<file path="src/assert_macros.svh">
// Assertion macros for the RTL, included by prl_core.
`ifndef ASSERT_MACROS_SVH
`define ASSERT_MACROS_SVH

// Check a property on every rising clock edge outside reset.
`define PRL_ASSERT(lbl, prop, msg) \
  lbl: assert property (@(posedge clk) disable iff (!rst_n) prop) else $error(msg);

// Check that a condition never holds outside reset.
`define PRL_NEVER(lbl, cond, msg) \
  lbl: assert property (@(posedge clk) disable iff (!rst_n) !(cond)) else $error(msg);

`endif

</file>
<file path="src/prl_pkg.sv">
// Types and constants for the PCM converter with frame RMS level meter.
`timescale 1ns / 1ps

package prl_pkg;

  localparam int PRL_FRAME_DEPTH = 2048;

  localparam int RAW_W      = 32;
  localparam int PCM_W      = 16;
  localparam int LVL_W      = 16;
  localparam int SHIFT_W    = 5;
  localparam int GAIN_W     = 8;
  localparam int SQ_W       = 2 * PCM_W - 1;
  localparam int ROOT_W     = 32;
  localparam int ROOT_STEPS = 16;
  localparam int PROD_W     = LVL_W + GAIN_W + 1;
  localparam int CFG_ADDR_W = 3;
  localparam int CFG_DATA_W = 32;

  localparam logic [SHIFT_W-1:0] SHIFT_RST = SHIFT_W'(14);
  localparam logic [GAIN_W-1:0]  GAIN_RST  = GAIN_W'(6);
  localparam logic [LVL_W-1:0]   LVL_MAX   = {LVL_W{1'b1}};

  typedef enum logic {
    REG_SAMPLE_SHIFT = 1'b0,
    REG_LEVEL_GAIN   = 1'b1
  } reg_idx_t;

  typedef struct packed {
    logic signed [RAW_W-1:0] raw_word;
    logic                    frame_end;
  } in_item_t;

  typedef struct packed {
    logic signed [PCM_W-1:0] pcm_sample;
    logic [LVL_W-1:0]        level;
    logic                    level_valid;
  } out_item_t;

  typedef struct packed {
    logic [SHIFT_W-1:0] sample_shift;
    logic [GAIN_W-1:0]  level_gain;
  } cfg_t;

endpackage

</file>
<file path="src/prl_apb_regs.sv">
// APB configuration registers: sample shift and level gain.
`timescale 1ns / 1ps

module prl_apb_regs (
  input  logic                            clk,
  input  logic                            rst_n,
  input  logic                            psel,
  input  logic                            penable,
  input  logic                            pwrite,
  input  logic [prl_pkg::CFG_ADDR_W-1:0]  paddr,
  input  logic [prl_pkg::CFG_DATA_W-1:0]  pwdata,
  output logic [prl_pkg::CFG_DATA_W-1:0]  prdata,
  output logic                            pready,
  output prl_pkg::cfg_t                   cfg
);
  import prl_pkg::*;

  cfg_t     cfg_r;
  cfg_t     cfg_nxt;
  reg_idx_t idx;

  assign idx    = reg_idx_t'(paddr[2]);
  assign pready = 1'b1;
  assign cfg    = cfg_r;

  always_comb begin
    cfg_nxt = cfg_r;
    if (psel && penable && pwrite) begin
      case (idx)
        REG_SAMPLE_SHIFT: cfg_nxt.sample_shift = pwdata[SHIFT_W-1:0];
        REG_LEVEL_GAIN:   cfg_nxt.level_gain   = pwdata[GAIN_W-1:0];
        default: ;
      endcase
    end
  end

  always_comb begin
    case (idx)
      REG_SAMPLE_SHIFT: prdata = CFG_DATA_W'(cfg_r.sample_shift);
      REG_LEVEL_GAIN:   prdata = CFG_DATA_W'(cfg_r.level_gain);
      default:          prdata = '0;
    endcase
  end

  always_ff @(posedge clk) begin
    if (!rst_n) begin
      cfg_r.sample_shift <= SHIFT_RST;
      cfg_r.level_gain   <= GAIN_RST;
    end else begin
      cfg_r <= cfg_nxt;
    end
  end

endmodule

</file>
<file path="src/prl_sub_unit.sv">
// Shared compare-and-subtract unit for the divide and square root steps.
`timescale 1ns / 1ps

module prl_sub_unit #(
  parameter int W = 32
) (
  input  logic [W-1:0] a,
  input  logic [W-1:0] b,
  output logic         ge,
  output logic [W-1:0] diff
);

  logic [W:0] d;

  assign d    = {1'b0, a} - {1'b0, b};
  assign ge   = ~d[W];
  assign diff = d[W-1:0];

endmodule

</file>
<file path="src/prl_core.sv">
// Sequencer and datapath: conversion, accumulation, divide, root, scale.
`timescale 1ns / 1ps
`include "assert_macros.svh"

module prl_core #(
  parameter int FRAME_DEPTH = prl_pkg::PRL_FRAME_DEPTH
) (
  input  logic               clk,
  input  logic               rst_n,
  input  logic               in_valid,
  output logic               in_stall,
  input  prl_pkg::in_item_t  in_data,
  output logic               out_valid,
  input  logic               out_stall,
  output prl_pkg::out_item_t out_data,
  input  prl_pkg::cfg_t      cfg
);
  import prl_pkg::*;

  localparam int CNT_W  = $clog2(FRAME_DEPTH + 1);
  localparam int SUM_W  = SQ_W + CNT_W;
  localparam int UW     = (CNT_W + 1 > ROOT_W) ? CNT_W + 1 : ROOT_W;
  localparam int STEP_W = $clog2(SUM_W);

  typedef enum logic [2:0] {
    S_IDLE,
    S_SQR,
    S_ACC,
    S_DIV,
    S_ROOT,
    S_SCALE,
    S_OUT
  } state_t;

  state_t                  state_r,     state_nxt;
  logic                    last_r,      last_nxt;
  logic signed [PCM_W-1:0] pcm_r,       pcm_nxt;
  logic [SQ_W-1:0]         sq_r,        sq_nxt;
  logic [SUM_W-1:0]        sum_r,       sum_nxt;
  logic [CNT_W-1:0]        cnt_r,       cnt_nxt;
  logic [CNT_W-1:0]        rem_r,       rem_nxt;
  logic [SUM_W-1:0]        dvd_r,       dvd_nxt;
  logic [ROOT_W-1:0]       rad_r,       rad_nxt;
  logic [ROOT_W-1:0]       res_r,       res_nxt;
  logic [ROOT_W-1:0]       bit_r,       bit_nxt;
  logic [STEP_W-1:0]       step_r,      step_nxt;
  logic [PROD_W-1:0]       prod_r,      prod_nxt;
  logic                    out_valid_r, out_valid_nxt;
  out_item_t               out_r,       out_nxt;

  logic                    accept;
  logic signed [RAW_W-1:0] shifted;
  logic signed [RAW_W-1:0] sq_full;
  logic [CNT_W:0]          rem_shift;
  logic [SUM_W-1:0]        quot;
  logic [UW-1:0]           u_a;
  logic [UW-1:0]           u_b;
  logic                    u_ge;
  logic [UW-1:0]           u_diff;
  logic                    load_out;

  prl_sub_unit #(.W(UW)) u_sub (
    .a    (u_a),
    .b    (u_b),
    .ge   (u_ge),
    .diff (u_diff)
  );

  assign accept    = in_valid && !in_stall;
  assign in_stall  = (state_r != S_IDLE);
  assign out_valid = out_valid_r;
  assign out_data  = out_r;
  assign shifted   = in_data.raw_word >>> cfg.sample_shift;
  assign sq_full   = RAW_W'(pcm_r) * RAW_W'(pcm_r);
  assign rem_shift = {rem_r, dvd_r[SUM_W-1]};
  assign quot      = {dvd_r[SUM_W-2:0], u_ge};
  assign load_out  = (state_r == S_OUT) && (!out_valid_r || !out_stall);

  always_comb begin
    if (state_r == S_DIV) begin
      u_a = UW'(rem_shift);
      u_b = UW'(cnt_r);
    end else begin
      u_a = UW'(rad_r);
      u_b = UW'(res_r + bit_r);
    end
  end

  always_comb begin
    state_nxt     = state_r;
    last_nxt      = last_r;
    pcm_nxt       = pcm_r;
    sq_nxt        = sq_r;
    sum_nxt       = sum_r;
    cnt_nxt       = cnt_r;
    rem_nxt       = rem_r;
    dvd_nxt       = dvd_r;
    rad_nxt       = rad_r;
    res_nxt       = res_r;
    bit_nxt       = bit_r;
    step_nxt      = step_r;
    prod_nxt      = prod_r;
    out_valid_nxt = out_valid_r;
    out_nxt       = out_r;

    if (out_valid_r && !out_stall) begin
      out_valid_nxt = 1'b0;
    end

    case (state_r)
      S_IDLE: begin
        if (accept) begin
          pcm_nxt   = shifted[PCM_W-1:0];
          last_nxt  = in_data.frame_end;
          state_nxt = S_SQR;
        end
      end
      S_SQR: begin
        sq_nxt    = sq_full[SQ_W-1:0];
        state_nxt = S_ACC;
      end
      S_ACC: begin
        if (cnt_r < CNT_W'(FRAME_DEPTH)) begin
          sum_nxt = sum_r + SUM_W'(sq_r);
          cnt_nxt = cnt_r + CNT_W'(1);
        end
        if (last_r) begin
          dvd_nxt   = sum_nxt;
          rem_nxt   = '0;
          step_nxt  = STEP_W'(SUM_W - 1);
          state_nxt = S_DIV;
        end else begin
          state_nxt = S_OUT;
        end
      end
      S_DIV: begin
        if (u_ge) begin
          rem_nxt = u_diff[CNT_W-1:0];
        end else begin
          rem_nxt = rem_shift[CNT_W-1:0];
        end
        dvd_nxt  = quot;
        step_nxt = step_r - STEP_W'(1);
        if (step_r == '0) begin
          rad_nxt   = ROOT_W'(quot[SQ_W-1:0]);
          res_nxt   = '0;
          bit_nxt   = ROOT_W'(1) << (2 * (ROOT_STEPS - 1));
          step_nxt  = STEP_W'(ROOT_STEPS - 1);
          state_nxt = S_ROOT;
        end
      end
      S_ROOT: begin
        if (u_ge) begin
          rad_nxt = u_diff[ROOT_W-1:0];
          res_nxt = (res_r >> 1) + bit_r;
        end else begin
          res_nxt = res_r >> 1;
        end
        bit_nxt  = bit_r >> 2;
        step_nxt = step_r - STEP_W'(1);
        if (step_r == '0) begin
          state_nxt = S_SCALE;
        end
      end
      S_SCALE: begin
        prod_nxt  = (PROD_W'(res_r[LVL_W-1:0]) * PROD_W'(cfg.level_gain)) << 1;
        state_nxt = S_OUT;
      end
      S_OUT: begin
        if (load_out) begin
          out_valid_nxt      = 1'b1;
          out_nxt.pcm_sample = pcm_r;
          out_nxt.level_valid = last_r;
          if (!last_r) begin
            out_nxt.level = '0;
          end else if (prod_r > PROD_W'(LVL_MAX)) begin
            out_nxt.level = LVL_MAX;
          end else begin
            out_nxt.level = prod_r[LVL_W-1:0];
          end
          if (last_r) begin
            sum_nxt = '0;
            cnt_nxt = '0;
          end
          state_nxt = S_IDLE;
        end
      end
      default: state_nxt = S_IDLE;
    endcase
  end

  always_ff @(posedge clk) begin
    if (!rst_n) begin
      state_r     <= S_IDLE;
      sum_r       <= '0;
      cnt_r       <= '0;
      out_valid_r <= 1'b0;
    end else begin
      state_r     <= state_nxt;
      sum_r       <= sum_nxt;
      cnt_r       <= cnt_nxt;
      out_valid_r <= out_valid_nxt;
    end
    last_r <= last_nxt;
    pcm_r  <= pcm_nxt;
    sq_r   <= sq_nxt;
    rem_r  <= rem_nxt;
    dvd_r  <= dvd_nxt;
    rad_r  <= rad_nxt;
    res_r  <= res_nxt;
    bit_r  <= bit_nxt;
    step_r <= step_nxt;
    prod_r <= prod_nxt;
    out_r  <= out_nxt;
  end

  `PRL_ASSERT(a_busy_after_accept, accept |=> (state_r == S_SQR), "accept did not start work")
  `PRL_NEVER(a_cnt_in_range, cnt_r > CNT_W'(FRAME_DEPTH), "sample count beyond frame depth")
  `PRL_NEVER(a_div_nonzero, (state_r == S_DIV) && (cnt_r == '0), "divide by zero count")
  `PRL_ASSERT(a_out_hold, (out_valid_r && out_stall) |=> (out_valid_r && $stable(out_r)),
              "stalled result changed")

endmodule

</file>
<file path="src/pcm_convert_rms_level.sv">
// Top level: PCM conversion with per-frame RMS level meter.
//
//   channel  direction  handshake           payload
//   in_      input      in_valid/in_stall   raw_word, frame_end
//   out_     output     out_valid/out_stall pcm_sample, level, level_valid
//   apb      input      psel/penable/pready sample_shift @0x0, level_gain @0x4
//
// An ordinary sample passes shift, square, accumulate and the result register before
// the next accept. A frame-end sample adds a restoring divide of
// 31 + clog2(FRAME_DEPTH+1) steps and 16 root steps on the shared subtractor, plus
// a scaling step. Reset is synchronous and clears the sums; out_stall holds the
// result register and the sequencer waits there.
`timescale 1ns / 1ps

module pcm_convert_rms_level #(
  parameter int FRAME_DEPTH = prl_pkg::PRL_FRAME_DEPTH
) (
  input  logic                           clk,
  input  logic                           rst_n,
  input  logic                           in_valid,
  output logic                           in_stall,
  input  prl_pkg::in_item_t              in_data,
  output logic                           out_valid,
  input  logic                           out_stall,
  output prl_pkg::out_item_t             out_data,
  input  logic                           psel,
  input  logic                           penable,
  input  logic                           pwrite,
  input  logic [prl_pkg::CFG_ADDR_W-1:0] paddr,
  input  logic [prl_pkg::CFG_DATA_W-1:0] pwdata,
  output logic [prl_pkg::CFG_DATA_W-1:0] prdata,
  output logic                           pready
);
  import prl_pkg::*;

  cfg_t cfg;

  prl_apb_regs u_regs (
    .clk     (clk),
    .rst_n   (rst_n),
    .psel    (psel),
    .penable (penable),
    .pwrite  (pwrite),
    .paddr   (paddr),
    .pwdata  (pwdata),
    .prdata  (prdata),
    .pready  (pready),
    .cfg     (cfg)
  );

  prl_core #(.FRAME_DEPTH(FRAME_DEPTH)) u_core (
    .clk       (clk),
    .rst_n     (rst_n),
    .in_valid  (in_valid),
    .in_stall  (in_stall),
    .in_data   (in_data),
    .out_valid (out_valid),
    .out_stall (out_stall),
    .out_data  (out_data),
    .cfg       (cfg)
  );

endmodule

</file>
<file path="config.mk">
export PLATFORM = sky130hd
export DESIGN_NAME = pcm_convert_rms_level
export DESIGN_NICKNAME = d
export VERILOG_FILES = /design/src/prl_pkg.sv /design/src/prl_apb_regs.sv /design/src/prl_sub_unit.sv /design/src/prl_core.sv /design/src/pcm_convert_rms_level.sv
export VERILOG_INCLUDE_DIRS = /design/src /design/src/src
export SDC_FILE = /design/constraint.sdc
export NUM_CORES = 2
export LEC_CHECK = 0
export BUFFER_PORTS_ARGS = -buffer_cell sky130_fd_sc_hd__buf_4
export CELL_PAD_IN_SITES_DETAIL_PLACEMENT = 1
export CELL_PAD_IN_SITES_GLOBAL_PLACEMENT = 1
export CORE_MARGIN = 8
export CORE_UTILIZATION = 50
export CTS_CLUSTER_DIAMETER = 120
export DETAILED_ROUTE_END_ITERATION = 16
export PLACE_DENSITY_LB_ADDON = 0.1
export SYNTH_ARGS = -nofsm -noshare
export SYNTH_HDL_FRONTEND = slang
export SYNTH_SLANG_ARGS = --single-unit
</file>
<file path="constraint.sdc">
create_clock -name clk -period 10.9 [get_ports clk]
set_input_delay 0.545 -clock clk [delete_from_list [all_inputs] [get_ports clk]]
set_output_delay 0.545 -clock clk [all_outputs]
set_load 0.01 [all_outputs]
</file>
Word-level counts from Yosys, hierarchy flattened
Cells that the tools add are included.
- flip-flop bits (word level): 334
- output and inout bits: 68
- logic and storage cells: 109
- add/sub/neg operators: 6
- multiply operators: 2
- magnitude comparators: 2
- equal/unequal tests: 14
- shift-type cells: 1
- multiplexer cells: 36
- bitwise operators: 2
- reduce and logical (&&, ||, !) cells: 27
- operators with widths (operator ; count):
    32-bit one-hot mux with 2 select lines ; 4
    32-bit two-way mux ; 7
    43-bit two-way mux ; 4
    43-bit one-hot mux with 2 select lines ; 2
    12-bit two-way mux ; 4
    12-bit one-hot mux with 2 select lines ; 2
    43-bit by 31-bit adder with 43-bit output ; 1
    32-bit by 32-bit subtractor with 33-bit output ; 1
    31-bit by 32-bit adder with 32-bit output ; 1
    32-bit adder ; 1
    32-bit by 5-bit >>> shifter with 16-bit output ; 1
    16-bit by 16-bit multiplier with 31-bit output ; 1
    25-bit by 16-bit > comparator with 1-bit output (second input constant) ; 1
    16-bit by 8-bit multiplier with 24-bit output ; 1
    3-bit one-hot mux with 7 select lines ; 1
    6-bit one-hot mux with 3 select lines ; 1
    16-bit two-way mux ; 1
    3-bit two-way mux ; 5
    2-bit AND reduction ; 7
    12-bit by 1-bit adder with 12-bit output (second input constant) ; 1
    12-bit less-than comparator (second input constant) ; 1
    6-bit two-way mux ; 2
    2-bit by 1-bit != test with 1-bit output (second input constant) ; 6
    3-bit equality test (second input constant) ; 3
    15 further kinds ; 31

Depth between registers and ports, before layout
- depth in word-level cells: 6
- mapped depth: 25
- depth with buffers taken out: 23

By module
A second synthesis with hierarchy kept.
- cells, all modules: 3612
- area, all modules: 32957.9 sq um
- by module, submodules not included (module ; times used ; cells an instance ; area an instance (sq um) ; seq. area each (sq um)):
    prl_core ; 1 ; 3247 ; 30202.7 ; 8538.2
    prl_sub_unit ; 1 ; 276 ; 1914.3 ; 0.0
    prl_apb_regs ; 1 ; 89 ; 840.8 ; 260.2

Worst setup path before layout
Ideal clock, no wire load.
- path type: register to register
- start point: register u_core.pcm_r[4]
- end point: register u_core.sq_r[29] (data pin)
- setup time: 257 ps
- arrival time: 6227 ps
- data required time: 10643 ps
- slack: 4416 ps
- stages on the path, launching flop included: 24
- path buffers: 3
- clock period less this slack: 6484 ps
- path through: edfxtp_1 clkbuf_1 clkbuf_1 nand2_1 fa_1 inv_1 fa_1 fa_1 fa_1 fa_1 inv_1 fa_1 inv_1 ha_1 clkbuf_1 a21o_1 a221oi_1 nor3b_1 o211ai_1 a31oi_1 nor2b_1 o21a_1 o211a_1 xor2_1
- longest elaborated chain between the ends: 1
- ends and longest elaborated chain (element ; RTL line ; source):
    start: declaration ; prl_core.sv:37 ; logic signed [PCM_W-1:0] pcm_r, pcm_nxt;
    start signal: assignment ; prl_core.sv:205 ; pcm_r <= pcm_nxt;
    16-bit by 16-bit multiplier with 31-bit output ; prl_core.sv:74 ; assign sq_full = RAW_W'(pcm_r) * RAW_W'(pcm_r);
    via u_core.sq_full[29] ; prl_core.sv:53 ; logic signed [RAW_W-1:0] sq_full;
    end signal: assignment ; prl_core.sv:206 ; sq_r <= sq_nxt;
    end: declaration ; prl_core.sv:38 ; logic [SQ_W-1:0] sq_r, sq_nxt;
The timed path passes the listed nets, and every way through them passes these cells.
A chain may end at the register's enable or synchronous reset.

Worst setup path in the final report
- start point: register u_core.pcm_r[15]
- end point: register u_core.sq_r[29] (data pin)
The elaborated chain is that of the path after synthesis.

==> flow_summary.ini <==
[run_status]
status = finished, final reports clean

[die]
die_area_um2 = 73540
fp.dieH_um = 271.2
io_pins = 143
core_area_um2 = 64460
initial_core_util = 0.5050
chipWidth_um = 271.2
fp-row-count = 93

[sta]
setup_viol = 0
tns_ps = 0
grt_setup_unrepaired = no
hold_violations = 0
fin_crit_ps = 7250
slew-limit-headroom = 0.1768
slew_violations = 0
max_freq_ghz = 0.1379
tightest_slew_ps = 1232
clock_skew_ps = 25.96
finalCritPeriodShare = 0.6651

[critical_path]
cp_data_required_time_ps = 11210
endpoint_kind = flip-flop
r2r_end = u_core.sq_r[29]$_DFFE_PP_
cp.arrival_ps = 7560
crit_fanout = 17
reg2reg_setup_slack_ps = 3650
worstSetupPathType = flip-flop to flip-flop
regToRegStartpoint = u_core.pcm_r[15]$_DFFE_PP_
worst_setup_path_start_kind = flip-flop
reg2reg_depth = 21

[synth]
ys.flop_type = edfxtp_1
ys_ff_latch = 317
async_flop_share = 0
synth_most_common_cell = inv_1
post-synth-top-area-cell = edfxtp_1
ys_seq_area_frac = 0.2702
avgSynthCellArea_um2 = 9.399
netlist_area_um2 = 32560
synth.area.top_cells = edfxtp_1 (23%), fa_1 (19%), ha_1 (8.8%)
synth_common_cells = inv_1 (447), nand2_1 (416), fa_1 (314)
synth_edf_count = 245
synth_top_area_frac = 0.2260
synth_cells = 3464
synth_cell_types = 83
ys.warnings.count = 0

[global_route]
antenna_found_initial = 0
grt_max_degree = 67
busiest_layer = met2
gr-total-overflow = 0
grt_pass1_wl_mm = 143.9
grtUsageMet2 = 0.4171
first_global_vias = 27629
grtUsageTotal = 0.2355
met3_usage = 0.02673
met1_usage = 0.3015

[route]
first_iter_violations = 1157
wl_mm = 86.95
post_drt_wl_per_cell_um = 19.94
post-route-drc-count = 0
drt_pass1_iterations = 5
ant_nets = 0
vias = 24611
vias_per_cell = 5.643

[min_path]
hold_depth = 1
min_to = u_core.last_r$_DFFE_PP_
holdCritPathClass = input pin to flip-flop
hp-start = in_data[0]

[final_layout]
design_area_um2 = 35310
drive_above_1_share = 0.08100
syn2layout_area_growth_pct = 8.439
antenna_cells = 0
n_fill_cell = 7282
layout.nets = 4092

[cts]
clkTransAtPathRegs_ps = 60
cts_inserted_buffers = 41
clock_path_buffers = 3
cts_resized = 0
htree_levels = 2
hold_buffers = 0
cts_root_buf = clkbuf_16
insertion_delay_ps = 570
cts.sinks = 317
cts_setup_buffers = 0
cts_tree = built

[place]
portBuffers = 91
dp_hpwl_mm = 67.35
placed_cell_area_um2 = 33870
gp_congestion = 0.8436

[run]
max-cap-violations = 0
## cell families after synthesis
kind of cell / share of synthesized area
compound gates: 0.1267
xor+xnor: 0.04950
fa+ha+maj: 0.2811
buf+inv: 0.07575
flops: 0.2702
mux: 0.04750
other cells: 0.0002307
simple gates: 0.1490
## worst max path at each step
stage                                endpoint                  startpoint  cells after the start
finish              u_core.sq_r[29]$_DFFE_PP_  u_core.pcm_r[15]$_DFFE_PP_                     21
global route        u_core.sq_r[29]$_DFFE_PP_  u_core.pcm_r[15]$_DFFE_PP_                     21
CTS                 u_core.sq_r[29]$_DFFE_PP_  u_core.pcm_r[15]$_DFFE_PP_                     21
detailed placement  u_core.sq_r[29]$_DFFE_PP_  u_core.pcm_r[15]$_DFFE_PP_                     21
global placement    u_core.sq_r[29]$_DFFE_PP_  u_core.pcm_r[15]$_DFFE_PP_                     21
floorplan           u_core.sq_r[29]$_DFFE_PP_   u_core.pcm_r[4]$_DFFE_PP_                     23
## through the flow
| step | utilization | setup WS, ps | cells | hold slack, ps |
|---|---|---|---|---|
| CTS | 0.5477 | 3599 | 4361 | 126.2 |
| floorplan | - | 4416 | 3487 | 424.4 |
| detailed placement | 0.5254 | 3634 | 4286 | 503.2 |
| finish | 0.5477 | 3650 | 4361 | 165.1 |
| global route | 0.5477 | 3258 | 4361 | 138.1 |
| global placement | 0.5254 | 3763 | 4286 | 473.3 |
## placed cells by master, fill, tap and decap left out, drive strengths merged, types with 119 or more instances in the layout
cell type and instances:
o21ai 168, a21oi 151, buf 119, fa 314, and2 147, edfxtp 245
inv 451, ha 229, nand2 416, nor2 200
## routing by layer
| layer | vias to the layer above | part of all wire |
|---|---|---|
| li1 | 11623 | - |
| met1 | 12444 | 0.44 |
| met2 | 401 | 0.50 |
| met3 | 143 | 0.031 |
| met4 | 0 | 0.027 |
| met5 | - | 0 |
## critical path, stage by stage, from the launching register on
cell and delay [ps]:
edfxtp_1 370, buf_4 230, inv_1 500, nor2_1 200, fa_1 720, fa_1 500
fa_1 510, fa_1 500, fa_1 490, inv_1 60, fa_1 530, inv_1 50
ha_1 400, a21o_1 210, a221oi_1 390, nor3b_1 240, o211ai_1 140, a31oi_1 300
nor2b_1 80, o21a_1 190, o211a_1 250, xor2_1 140
## flip-flops by register name, summed over array words and instances, names as in the netlist, 24 cells and up
signal	cells
u_core.out_data	33
u_core.sum_r	43
u_core.rad_r	32
u_core.prod_r	24
u_core.dvd_r	43
u_core.res_r	32
u_core.sq_r	30
## final cells by class
class / count / area [um2] / share of cell area
inverter: 451 / 1693 / 0.04795
timing repair buffer: 119 / 893.4 / 0.02530
multi-input combinational: 2544 / 21420 / 0.6066
tap: 855 / 1070 / 0.03030
clock inverter: 17 / 207.7 / 0.005883
clock buffer: 58 / 1226 / 0.03473
sequential: 317 / 8798 / 0.2492
Power is not shown: default switching activity piles up to over one toggle a cycle in this logic, so the estimate is an artifact.
